===== config.mk =====
export PLATFORM = sky130hd
export DESIGN_NAME = first_fit_block_allocator_unit
export DESIGN_NICKNAME = d
export VERILOG_FILES = /design/src/hw/rtl/ffba_pkg.sv /design/src/hw/rtl/ffba_table.sv /design/src/hw/rtl/first_fit_block_allocator_unit.sv
export SDC_FILE = /design/constraint.sdc
export NUM_CORES = 2
export LEC_CHECK = 0
export BUFFER_PORTS_ARGS = -buffer_cell sky130_fd_sc_hd__clkbuf_2
export CELL_PAD_IN_SITES_DETAIL_PLACEMENT = 2
export CELL_PAD_IN_SITES_GLOBAL_PLACEMENT = 2
export CORE_MARGIN = 3
export CORE_UTILIZATION = 46
export DETAILED_ROUTE_END_ITERATION = 8
export PLACE_DENSITY_LB_ADDON = 0.2
export SYNTH_ARGS = -nofsm -noshare
export SYNTH_HDL_FRONTEND = slang
export SYNTH_SLANG_ARGS = --single-unit

===== constraint.sdc =====
create_clock -name clk_i -period 10.7 [get_ports clk_i]
set_input_delay 2.14 -clock clk_i [delete_from_list [all_inputs] [get_ports clk_i]]
set_output_delay 2.14 -clock clk_i [all_outputs]
set_load 0.02 [all_outputs]

===== src/hw/rtl/ffba_pkg.sv =====
// Shared types and constants for the first-fit block allocator.
`default_nettype none

package ffba_pkg;

  localparam int unsigned MAX_BLOCKS_DEF = 64;

  localparam int unsigned ADDR_W   = 20;
  localparam int unsigned SIZE_W   = 16;
  localparam int unsigned HDR_W    = 7;
  localparam int unsigned STATUS_W = 3;
  localparam int unsigned CFG_IDX_W = 1;

  localparam logic [ADDR_W-1:0] HEAP_LIMIT_RST = 20'h10000;
  localparam logic [HDR_W-1:0]  HEADER_RST     = 7'd16;

  localparam logic [CFG_IDX_W-1:0] CFG_HEAP_LIMIT = 1'b0;
  localparam logic [CFG_IDX_W-1:0] CFG_HEADER     = 1'b1;

  localparam logic ACT_ALLOC   = 1'b0;
  localparam logic ACT_RELEASE = 1'b1;

  localparam logic [STATUS_W-1:0] ST_OK         = 3'd0;
  localparam logic [STATUS_W-1:0] ST_IGNORED    = 3'd1;
  localparam logic [STATUS_W-1:0] ST_EXHAUSTED  = 3'd2;
  localparam logic [STATUS_W-1:0] ST_TABLE_FULL = 3'd3;
  localparam logic [STATUS_W-1:0] ST_UNKNOWN    = 3'd4;

  typedef struct packed {
    logic [ADDR_W-1:0] base;
    logic [SIZE_W-1:0] cap;
    logic              free;
  } entry_t;

endpackage

`default_nettype wire


===== src/hw/rtl/ffba_table.sv =====
// Block table RAM: one write port, one registered read port.
`default_nettype none

module ffba_table import ffba_pkg::*; #(
  parameter int unsigned Depth = MAX_BLOCKS_DEF,
  localparam int unsigned IdxW = $clog2(Depth)
) (
  input  wire logic            clk_i,
  input  wire logic            we_i,
  input  wire logic [IdxW-1:0] waddr_i,
  input  wire entry_t          wdata_i,
  input  wire logic [IdxW-1:0] raddr_i,
  output      entry_t          rdata_o
);

  entry_t mem [Depth];
  entry_t rdata_q;

  always_ff @(posedge clk_i) begin
    if (we_i) begin
      mem[waddr_i] <= wdata_i;
    end
    rdata_q <= mem[raddr_i];
  end

  assign rdata_o = rdata_q;

endmodule

`default_nettype wire


===== src/hw/rtl/first_fit_block_allocator_unit.sv =====
// First-fit block allocator: scan sequencer, heap break and result register.
//
// Each request (allocate or release) is taken only while the unit is idle and yields exactly one
// result. The table of blocks sits in a single-port-read RAM that is walked in address order one
// entry per cycle, with the read pipelined so the compare of entry k overlaps the fetch of k+1.
// A request that hits entry k ends its scan there; a scan that misses walks every block, and
// an allocate then appends a new block past the heap break. Zero-size allocates and null
// releases skip the scan. Results are held in an output register, so a finished result may
// wait on a stall while the next request is already being worked. Config writes act at once.
`default_nettype none

module first_fit_block_allocator_unit import ffba_pkg::*; #(
  parameter int unsigned MaxBlocks = MAX_BLOCKS_DEF
) (
  input  wire logic                 clk_i,
  input  wire logic                 rst_ni,

  input  wire logic                 cfg_we_i,
  input  wire logic [CFG_IDX_W-1:0] cfg_idx_i,
  input  wire logic [ADDR_W-1:0]    cfg_wdata_i,

  input  wire logic                 in_valid_i,
  output      logic                 in_stall_o,
  input  wire logic                 action_i,
  input  wire logic [SIZE_W-1:0]    request_size_i,
  input  wire logic [ADDR_W-1:0]    release_address_i,

  output      logic                 out_valid_o,
  input  wire logic                 out_stall_i,
  output      logic [STATUS_W-1:0]  status_o,
  output      logic [ADDR_W-1:0]    data_address_o,
  output      logic                 was_reused_o
);

  localparam int unsigned IdxW = $clog2(MaxBlocks);
  localparam int unsigned CntW = $clog2(MaxBlocks + 1);

  typedef enum logic [1:0] {
    S_IDLE,
    S_SCAN,
    S_APPEND,
    S_OUT
  } state_e;

  state_e state_q;

  logic [ADDR_W-1:0] limit_q;
  logic [HDR_W-1:0]  hdr_q;

  logic              act_q;
  logic [SIZE_W-1:0] size_q;
  logic [ADDR_W-1:0] addr_q;

  logic [CntW-1:0]   idx_q;
  logic [CntW-1:0]   pidx_q;
  logic              pend_q;
  logic [CntW-1:0]   count_q;
  logic [ADDR_W-1:0] brk_q;

  logic [STATUS_W-1:0] rs_st_q;
  logic [ADDR_W-1:0]   rs_addr_q;
  logic                rs_reu_q;

  logic                out_valid_q;
  logic [STATUS_W-1:0] out_st_q;
  logic [ADDR_W-1:0]   out_addr_q;
  logic                out_reu_q;

  entry_t          ent;
  entry_t          wdata;
  logic            we;
  logic [IdxW-1:0] waddr;
  logic            hit;
  logic            last;
  logic            more;
  logic [CntW-1:0] pidx_inc;
  logic [ADDR_W:0] base_sum;
  logic [ADDR_W:0] new_brk;
  logic            full;
  logic            over;

  ffba_table #(
    .Depth(MaxBlocks)
  ) u_table (
    .clk_i  (clk_i),
    .we_i   (we),
    .waddr_i(waddr),
    .wdata_i(wdata),
    .raddr_i(idx_q[IdxW-1:0]),
    .rdata_o(ent)
  );

  assign pidx_inc = pidx_q + CntW'(1);
  assign last     = pend_q && (pidx_inc == count_q);
  assign more     = (idx_q != count_q);
  assign hit      = pend_q && ((act_q == ACT_ALLOC) ? (ent.free && (ent.cap >= size_q))
                                                    : (ent.base == addr_q));

  assign base_sum = {1'b0, brk_q} + (ADDR_W+1)'(hdr_q);
  assign new_brk  = base_sum + (ADDR_W+1)'(size_q);
  assign full     = (count_q == CntW'(MaxBlocks));
  assign over     = (new_brk > {1'b0, limit_q});

  always_comb begin
    we    = 1'b0;
    waddr = pidx_q[IdxW-1:0];
    wdata = ent;
    if (state_q == S_SCAN && hit) begin
      we         = 1'b1;
      wdata.free = (act_q == ACT_RELEASE);
    end else if (state_q == S_APPEND && !full && !over) begin
      we         = 1'b1;
      waddr      = count_q[IdxW-1:0];
      wdata.base = base_sum[ADDR_W-1:0];
      wdata.cap  = size_q;
      wdata.free = 1'b0;
    end
  end

  always_ff @(posedge clk_i or negedge rst_ni) begin
    if (!rst_ni) begin
      limit_q <= HEAP_LIMIT_RST;
      hdr_q   <= HEADER_RST;
    end else if (cfg_we_i) begin
      unique case (cfg_idx_i)
        CFG_HEAP_LIMIT: limit_q <= cfg_wdata_i;
        CFG_HEADER:     hdr_q   <= cfg_wdata_i[HDR_W-1:0];
        default: ;
      endcase
    end
  end

  always_ff @(posedge clk_i or negedge rst_ni) begin
    if (!rst_ni) begin
      state_q     <= S_IDLE;
      act_q       <= ACT_ALLOC;
      size_q      <= '0;
      addr_q      <= '0;
      idx_q       <= '0;
      pidx_q      <= '0;
      pend_q      <= 1'b0;
      count_q     <= '0;
      brk_q       <= '0;
      rs_st_q     <= ST_OK;
      rs_addr_q   <= '0;
      rs_reu_q    <= 1'b0;
      out_valid_q <= 1'b0;
      out_st_q    <= ST_OK;
      out_addr_q  <= '0;
      out_reu_q   <= 1'b0;
    end else begin
      if (out_valid_q && !out_stall_i && state_q != S_OUT) begin
        out_valid_q <= 1'b0;
      end
      unique case (state_q)
        S_IDLE: begin
          if (in_valid_i) begin
            act_q     <= action_i;
            size_q    <= request_size_i;
            addr_q    <= release_address_i;
            idx_q     <= '0;
            pend_q    <= 1'b0;
            rs_addr_q <= '0;
            rs_reu_q  <= 1'b0;
            if ((action_i == ACT_ALLOC && request_size_i == '0) ||
                (action_i == ACT_RELEASE && release_address_i == '0)) begin
              rs_st_q <= ST_IGNORED;
              state_q <= S_OUT;
            end else if (count_q == '0) begin
              if (action_i == ACT_ALLOC) begin
                rs_st_q <= ST_OK;
                state_q <= S_APPEND;
              end else begin
                rs_st_q <= ST_UNKNOWN;
                state_q <= S_OUT;
              end
            end else begin
              rs_st_q <= ST_OK;
              state_q <= S_SCAN;
            end
          end
        end
        S_SCAN: begin
          pend_q <= more && !hit && !last;
          pidx_q <= idx_q;
          if (more) begin
            idx_q <= idx_q + CntW'(1);
          end
          if (hit) begin
            rs_st_q  <= ST_OK;
            if (act_q == ACT_ALLOC) begin
              rs_addr_q <= ent.base;
              rs_reu_q  <= 1'b1;
            end
            state_q <= S_OUT;
          end else if (last) begin
            if (act_q == ACT_ALLOC) begin
              state_q <= S_APPEND;
            end else begin
              rs_st_q <= ST_UNKNOWN;
              state_q <= S_OUT;
            end
          end
        end
        S_APPEND: begin
          if (full) begin
            rs_st_q <= ST_TABLE_FULL;
          end else if (over) begin
            rs_st_q <= ST_EXHAUSTED;
          end else begin
            rs_st_q   <= ST_OK;
            rs_addr_q <= base_sum[ADDR_W-1:0];
            count_q   <= count_q + CntW'(1);
            brk_q     <= new_brk[ADDR_W-1:0];
          end
          state_q <= S_OUT;
        end
        S_OUT: begin
          if (!out_valid_q || !out_stall_i) begin
            out_valid_q <= 1'b1;
            out_st_q    <= rs_st_q;
            out_addr_q  <= rs_addr_q;
            out_reu_q   <= rs_reu_q;
            state_q     <= S_IDLE;
          end
        end
        default: state_q <= S_IDLE;
      endcase
    end
  end

  assign in_stall_o     = (state_q != S_IDLE);
  assign out_valid_o    = out_valid_q;
  assign status_o       = out_st_q;
  assign data_address_o = out_addr_q;
  assign was_reused_o   = out_reu_q;

endmodule

`default_nettype wire

Word-level counts from Yosys, hierarchy flattened. Memories as Yosys holds them, arrays and structs flattened. A register that Yosys moved wholly into a read port is not among the register bits. Index checks and enable logic that the tools add are counted.

Equality and inequality tests: 17. Add/subtract/negate cells: 5. Reduce and logical (&&, ||, !) cells: 38. Mux-type cells: 46. Magnitude comparators: 2. Bitwise operators: 4.

Operators with widths (count): $mux W20 (5); $pmux W20 S3 (1); $mux W37 (1); $mux W36 (1); $add A20 B7 Y21 (1); $add A21 B16 Y21 (1); $add A7 B1 Y7 const B (3); $gt A21 B20 Y1 (1); $mux W3 (7); $eq A20 B20 Y1 (1); $logic_not A20 Y1 (1); $ge A16 B16 Y1 (1); $logic_not A16 Y1 (1); $mux W2 (8); $ne A2 B2 Y1 const B (8); $mux W1 (14); $mux W7 (2); $pmux W7 S2 (1); $logic_and A1 B1 Y1 (12); $mux W6 (2); $reduce_and A2 Y1 (5); $pmux W3 S3 (1); $reduce_and A3 Y1 (3); $pmux W2 S4 (1); 16 further kinds (30).

Output and inout bits: 26. Memories: 1. Register bits: 157. Memory bits (writable): 2368.

Memory list: u_table.mem (depth 64, bits a word 37, read ports 1, clocked after Yosys merged registers in 1, write ports 1, line ffba_table.sv:16) `entry_t mem [Depth];`.

Logic depth before layout (Yosys ltp).
Depth after elaboration: 9. Mapped depth: 27. Gate-level depth less buffers: 24.

Cells and area by module. Synthesis repeated with hierarchy kept, for this count alone.

Cells, all modules: 4891. Area, all modules: 100387.5 um^2.

By module, submodules not included: ffba_table (area an instance 90465.5 um^2, instances 1, cells an instance 3922, sequential area each 71848.9 um^2); first_fit_block_allocator_unit (area an instance 9922.0 um^2, instances 1, cells an instance 969, sequential area each 3931.3 um^2).

Worst setup path before layout. Ideal clock, no wire load.

Path kind: register to register. Start: register hdr_q[0]. End: memory u_table.mem[0][10] (netlist bit) (data pin). Required time: 9998 ps. Period minus slack after synthesis: 8521 ps. Setup slack: 2179 ps. Arrival time: 7819 ps. Stages on the path, launching flop included: 26. Cells stage by stage: dfrtp_1 ha_1 fa_1 a211oi_1 o311ai_4 and2_1 nand3_1 xnor2_1 ha_1 and3_1 and4b_1 a21oi_1 a31oi_1 a221o_1 o21ai_0 xnor2_1 ha_1 a21oi_1 o2111ai_1 a211oi_1 o211ai_1 a311o_1 buf_4 buf_6 buf_2 o21ai_0.

RTL lines: start: declaration (line first_fit_block_allocator_unit.sv:48) `logic [HDR_W-1:0] hdr_q;`; start signal: assignment (line first_fit_block_allocator_unit.sv:127) `CFG_HEADER: hdr_q <= cfg_wdata_i[HDR_W-1:0];`; end: declaration (line ffba_table.sv:16).

==> impl_summary.md <==
Route
The detailed router finished its first iteration with 6895 violations. The number of nets with antenna violations after routing is 0. After detailed routing, the wire length on met1 is 129 mm.

After detailed routing, the number of vias per cell comes to 6.56. In the detailed route, the total length drawn on met2 is 171 mm. The post-route DRC violation count is 0.

The highest layer used for signal routing is met5. The first detailed-routing pass took 6 iterations. Wire segments on met3 add up to 25.5 mm in the final route. The total number of vias is 51.3k. The total length of routed wires is 334 mm. The detail-routed net length per standard cell is 42.7 um.

Floorplanning
The core footprint is 0.217 mm2. The die covers 0.224 mm2. Once the floorplan was initialized, standard cells occupied 46.3% of the core. 89 I/O pins were placed. The site row count is 171. The height of the die is 474 um. Measured along the x axis, the die boundary spans 474 um.

Clock tree
For the worst-skew pair, the clock arrives at the later sink with an insertion delay of 0.93 ns. The deepest level of the CTS H-tree is 5. The tree built by TritonCTS fans out to 2562 sinks. Counting along the longest clock path gives a buffer depth of 4. The number of clock buffers added by TritonCTS is 289. The CTS root buffer is sky130_fd_sc_hd__clkbuf_16. After clock tree synthesis, the clock-pin slew on the worst setup and hold paths is 0.06 ns. Buffers added to address setup during post-CTS repair amount to 0. Hold repair after CTS inserted 0 buffers. The clock tree from TritonCTS is done.

The post-cts resize count is 0.

Logic synthesis
The number of nets handed over by synthesis was 4599. The most common cell in the netlist is sky130_fd_sc_hd__edfxtp_1. After synthesis, the cell types taking the most area are sky130_fd_sc_hd__edfxtp_1 (71%), sky130_fd_sc_hd__mux4_2 (17%), sky130_fd_sc_hd__dfrtp_1 (3.9%). The total standard cell area after synthesis is 0.101 mm2. The count of unique library cells instantiated by Yosys is 81. The proportion of netlist area held by the largest area contributor is 70.7%. The cell accounting for the most synthesized area is sky130_fd_sc_hd__edfxtp_1. The synthesized area per cell is 22.5 um2. During synthesis, Yosys emitted a total of 0 warnings. The primary flip-flop cell chosen by synthesis mapping is sky130_fd_sc_hd__edfxtp_1.

The share of synthesized registers carrying an async set or reset is 6.13%. Synthesis produced 4465 cells. After synthesis, flip-flops and latches occupy 75.3% of the total area. Counting flops and latches in the post-synthesis netlist gives 2562. Counting flops with a built-in enable in the synthesized netlist gives 2368. The commonest cells after synthesis are sky130_fd_sc_hd__edfxtp_1 (2368), sky130_fd_sc_hd__mux4_2 (777), sky130_fd_sc_hd__dfrtp_1 (155).

Power and ir drop
Dividing total power by cell area gives a power density of 321 mW/mm2. Summed over all cells, the static leakage comes to 36.0 nW. The overall power after layout is 0.0368 W.

The worst ir drop on vdd is 0.000360 V.

Worst hold path
The worst hold path terminates at data_address_o[2]$_DFFE_PN0P_. In this run the most critical hold path is launched from data_address_o[2]$_DFFE_PN0P_. Counting instances, the worst hold path has a depth of 1. The path class of the tightest hold or removal check is flop to flop.

Global route
Entering global routing, the biggest net connects 125 pins. The initial antenna violation count is 19. The first global-routing pass estimated 467 mm of wire. For this run the aggregate overflow at the end of global routing stands at 0. The number of global-route vias before repair is 54.4k. The total global routing track utilization is 29.7%.

STA
Between clock sinks in the finished design, the worst skew comes to 0.0604 ns. The worst hold margin is 0.506 ns. For the pin with the worst max-slew slack, the measured transition is 1.36 ns. The final max-slew violation count is 0. The hold violation count in the final report is 0. Setup repair after global routing left no endpoint under its margin. After layout, the worst path uses 83.7% of the clock period. Adding up every negative setup slack in the final design gives 0 ns. Setup violations remaining at the end of the flow were counted as 0. The clock period could shrink to 8.95 ns. Static timing analysis puts the maximum clock frequency at 112 MHz. Headroom to the max-slew limit came out at 9.27%.

Layout
The area added between synthesis and finish is 13.7%. Cells with a size suffix above 1 make up 32.8% of the layout. After filler insertion, the fill cell instance count of the layout stands at 18.3k. The number of nets at the end of the flow is 4894.

Worst setup path
In this run the worst path has a maximum fanout of 48. At the worst endpoint, the arrival time is 9.55 ns. The nature of the critical path startpoint is a flop.

The data required time at the worst endpoint is 11.30 ns. The startpoint of the worst register-to-register path is hdr_q[0]$_DFFE_PN0P_. The worst setup path is of the flop to flop kind. The number of cells traversed by the worst register-to-register path is 25. The register-to-register setup slack is 1.75 ns. The endpoint type of the worst setup path is a flop. The terminus of the critical flop-to-flop path is u_table.mem[16][22]$_DFFE_PP_.

Place
Summed over all nets, the half-perimeter wirelength after detailed placement is 191 mm. The number of I/O port buffers is 88. The routability congestion estimate from global placement is 0.824.

Job
The count of maximum capacitance violations is 0.

Outcome
The flow ran to the end, and the final reports show no timing, DRC or antenna violations.
==> how the worst max path moves through the flow <==
stage | startpoint | to | slack (ns) | cells past startpoint
2_1_floorplan | hdr_q[0]$_DFFE_PN0P_ | u_table.mem[0][10]$_DFFE_PP_ | 2.18 | 25
3_5_place_dp | hdr_q[0]$_DFFE_PN0P_ | u_table.mem[18][22]$_DFFE_PP_ | 1.89 | 25
4_1_cts | hdr_q[0]$_DFFE_PN0P_ | u_table.mem[17][22]$_DFFE_PP_ | 1.85 | 25
3_3_place_gp | hdr_q[0]$_DFFE_PN0P_ | u_table.mem[23][8]$_DFFE_PP_ | 2.28 | 23
6_report | hdr_q[0]$_DFFE_PN0P_ | u_table.mem[16][22]$_DFFE_PP_ | 1.75 | 25
5_1_grt | hdr_q[0]$_DFFE_PN0P_ | u_table.mem[16][22]$_DFFE_PP_ | 1.33 | 25
==> power breakdown <==
part	switching, W	internal (W)
registers	0.000639	0.0148
clock network	0.00425	0.00548
logic	0.00833	0.00322
total	0.0132	0.0235
==> registers in the layout, indices dropped and copies added (netlist names), 3 cells and up <==
| register | count |
|---|---|
| size_q | 16 |
| addr_q | 20 |
| hdr_q | 7 |
| rs_st_q | 3 |
| idx_q | 7 |
| status_o | 3 |
| rs_addr_q | 20 |
| u_table.mem | 2368 |
| brk_q | 20 |
| u_table.rdata_o | 37 |
| pidx_q | 7 |
| count_q | 7 |
| limit_q | 20 |
| data_address_o | 20 |
==> per-stage QoR <==
stage | area [um2] | setup slack [ns] | std cells | util (%)
4_1_cts | 114000 | 1.85 | 7812 | 52.6
2_1_floorplan | 101000 | 2.18 | 4465 | -
5_1_grt | 114000 | 1.33 | 7816 | 52.6
3_3_place_gp | 106000 | 2.28 | 7321 | 48.6
6_report | 114000 | 1.75 | 7821 | 52.6
3_5_place_dp | 106000 | 1.89 | 7321 | 48.6
==> cell families (layout without fill, tap and decap cells) <==
group / Yosys count / in the layout / share of synthesized area (%)
other: 0 / 7 / 0
and+or+nand+nor: 363 / 363 / 1.65
buffers and inverters: 284 / 779 / 1.15
adders and majority gates: 71 / 71 / 0.898
muxes: 905 / 905 / 18.9
xor gates and xnor gates: 79 / 79 / 0.706
DFF: 2562 / 2562 / 75.3
AOI/OAI and AO/OA: 201 / 201 / 1.37
==> layer usage <==
layer	global-route usage (%)	vias to the layer above
li1	-	19400
met1	40.4	28500
met2	50.4	2868
met3	4.96	559
met4	7.49	10
met5	0	-
==> layout by cell type (no fill, tap or decap), types with 7 or more instances in the layout <==
cell,Yosys,routed
sky130_fd_sc_hd__dfrtp_1,155,149
sky130_fd_sc_hd__buf_4,5,127
sky130_fd_sc_hd__and3_1,8,8
sky130_fd_sc_hd__a21oi_1,31,31
sky130_fd_sc_hd__ha_1,69,69
sky130_fd_sc_hd__diode_2,0,7
sky130_fd_sc_hd__mux2_2,98,98
sky130_fd_sc_hd__nand4_1,17,17
sky130_fd_sc_hd__mux2_4,20,20
sky130_fd_sc_hd__nor3_1,11,11
sky130_fd_sc_hd__nand3_1,15,15
sky130_fd_sc_hd__clkinv_1,0,49
sky130_fd_sc_hd__nor4_1,14,14
sky130_fd_sc_hd__xor2_1,36,36
sky130_fd_sc_hd__clkbuf_1,153,74
sky130_fd_sc_hd__o21ai_4,0,18
sky130_fd_sc_hd__buf_12,0,11
sky130_fd_sc_hd__a22oi_1,21,20
sky130_fd_sc_hd__clkinv_2,0,34
sky130_fd_sc_hd__inv_6,0,7
sky130_fd_sc_hd__bufinv_16,0,15
sky130_fd_sc_hd__mux4_2,777,777
sky130_fd_sc_hd__edfxtp_1,2368,2368
sky130_fd_sc_hd__dfxtp_1,37,37
sky130_fd_sc_hd__nand2_1,136,121
sky130_fd_sc_hd__xnor2_1,42,42
sky130_fd_sc_hd__clkbuf_16,0,295
sky130_fd_sc_hd__nand2_2,0,11
sky130_fd_sc_hd__a211oi_1,7,7
sky130_fd_sc_hd__nor2_4,0,64
sky130_fd_sc_hd__inv_1,62,62
sky130_fd_sc_hd__a21o_1,13,13
sky130_fd_sc_hd__clkbuf_2,0,87
sky130_fd_sc_hd__clkbuf_8,0,10
sky130_fd_sc_hd__nor3b_1,7,7
sky130_fd_sc_hd__nor2_1,119,55
sky130_fd_sc_hd__o21a_1,7,7
sky130_fd_sc_hd__o21ai_0,61,51
==> critical path, cell delays in order, from the launching register on <==
cell and delay (ns):
sky130_fd_sc_hd__dfrtp_1 0.39, sky130_fd_sc_hd__ha_1 0.25, sky130_fd_sc_hd__fa_1 0.43, sky130_fd_sc_hd__a211oi_1 0.37, sky130_fd_sc_hd__o311ai_4 0.18, sky130_fd_sc_hd__and2_1 0.27
sky130_fd_sc_hd__xor2_1 0.31, sky130_fd_sc_hd__ha_1 0.35, sky130_fd_sc_hd__and3_1 0.23, sky130_fd_sc_hd__and4b_1 0.18, sky130_fd_sc_hd__a21oi_1 0.27, sky130_fd_sc_hd__a31oi_1 0.23
sky130_fd_sc_hd__a21oi_1 0.26, sky130_fd_sc_hd__o21a_1 0.14, sky130_fd_sc_hd__nor2_1 0.06, sky130_fd_sc_hd__ha_1 0.30, sky130_fd_sc_hd__nand4_1 0.13, sky130_fd_sc_hd__or2_2 0.31
sky130_fd_sc_hd__o2111ai_1 0.15, sky130_fd_sc_hd__o211ai_1 0.14, sky130_fd_sc_hd__o211ai_1 0.61, sky130_fd_sc_hd__a311o_2 0.76, sky130_fd_sc_hd__buf_4 0.76, sky130_fd_sc_hd__nand2_1 0.16
sky130_fd_sc_hd__nand2_1 0.56, sky130_fd_sc_hd__buf_4 0.65
==> cell type report <==
class	instances	area [um2]	area share, %
flip-flops and latches	2562	75800	66.2
inverters	62	233	0.203
repair buffers	226	1620	1.42
clock inverters	112	937	0.819
clock buffers	379	7800	6.81
well taps	2854	3570	3.12
diodes	7	17.5	0.0153
multi-input cells	1619	24500	21.4
Note: power is estimated with default switching activity, not from simulation.
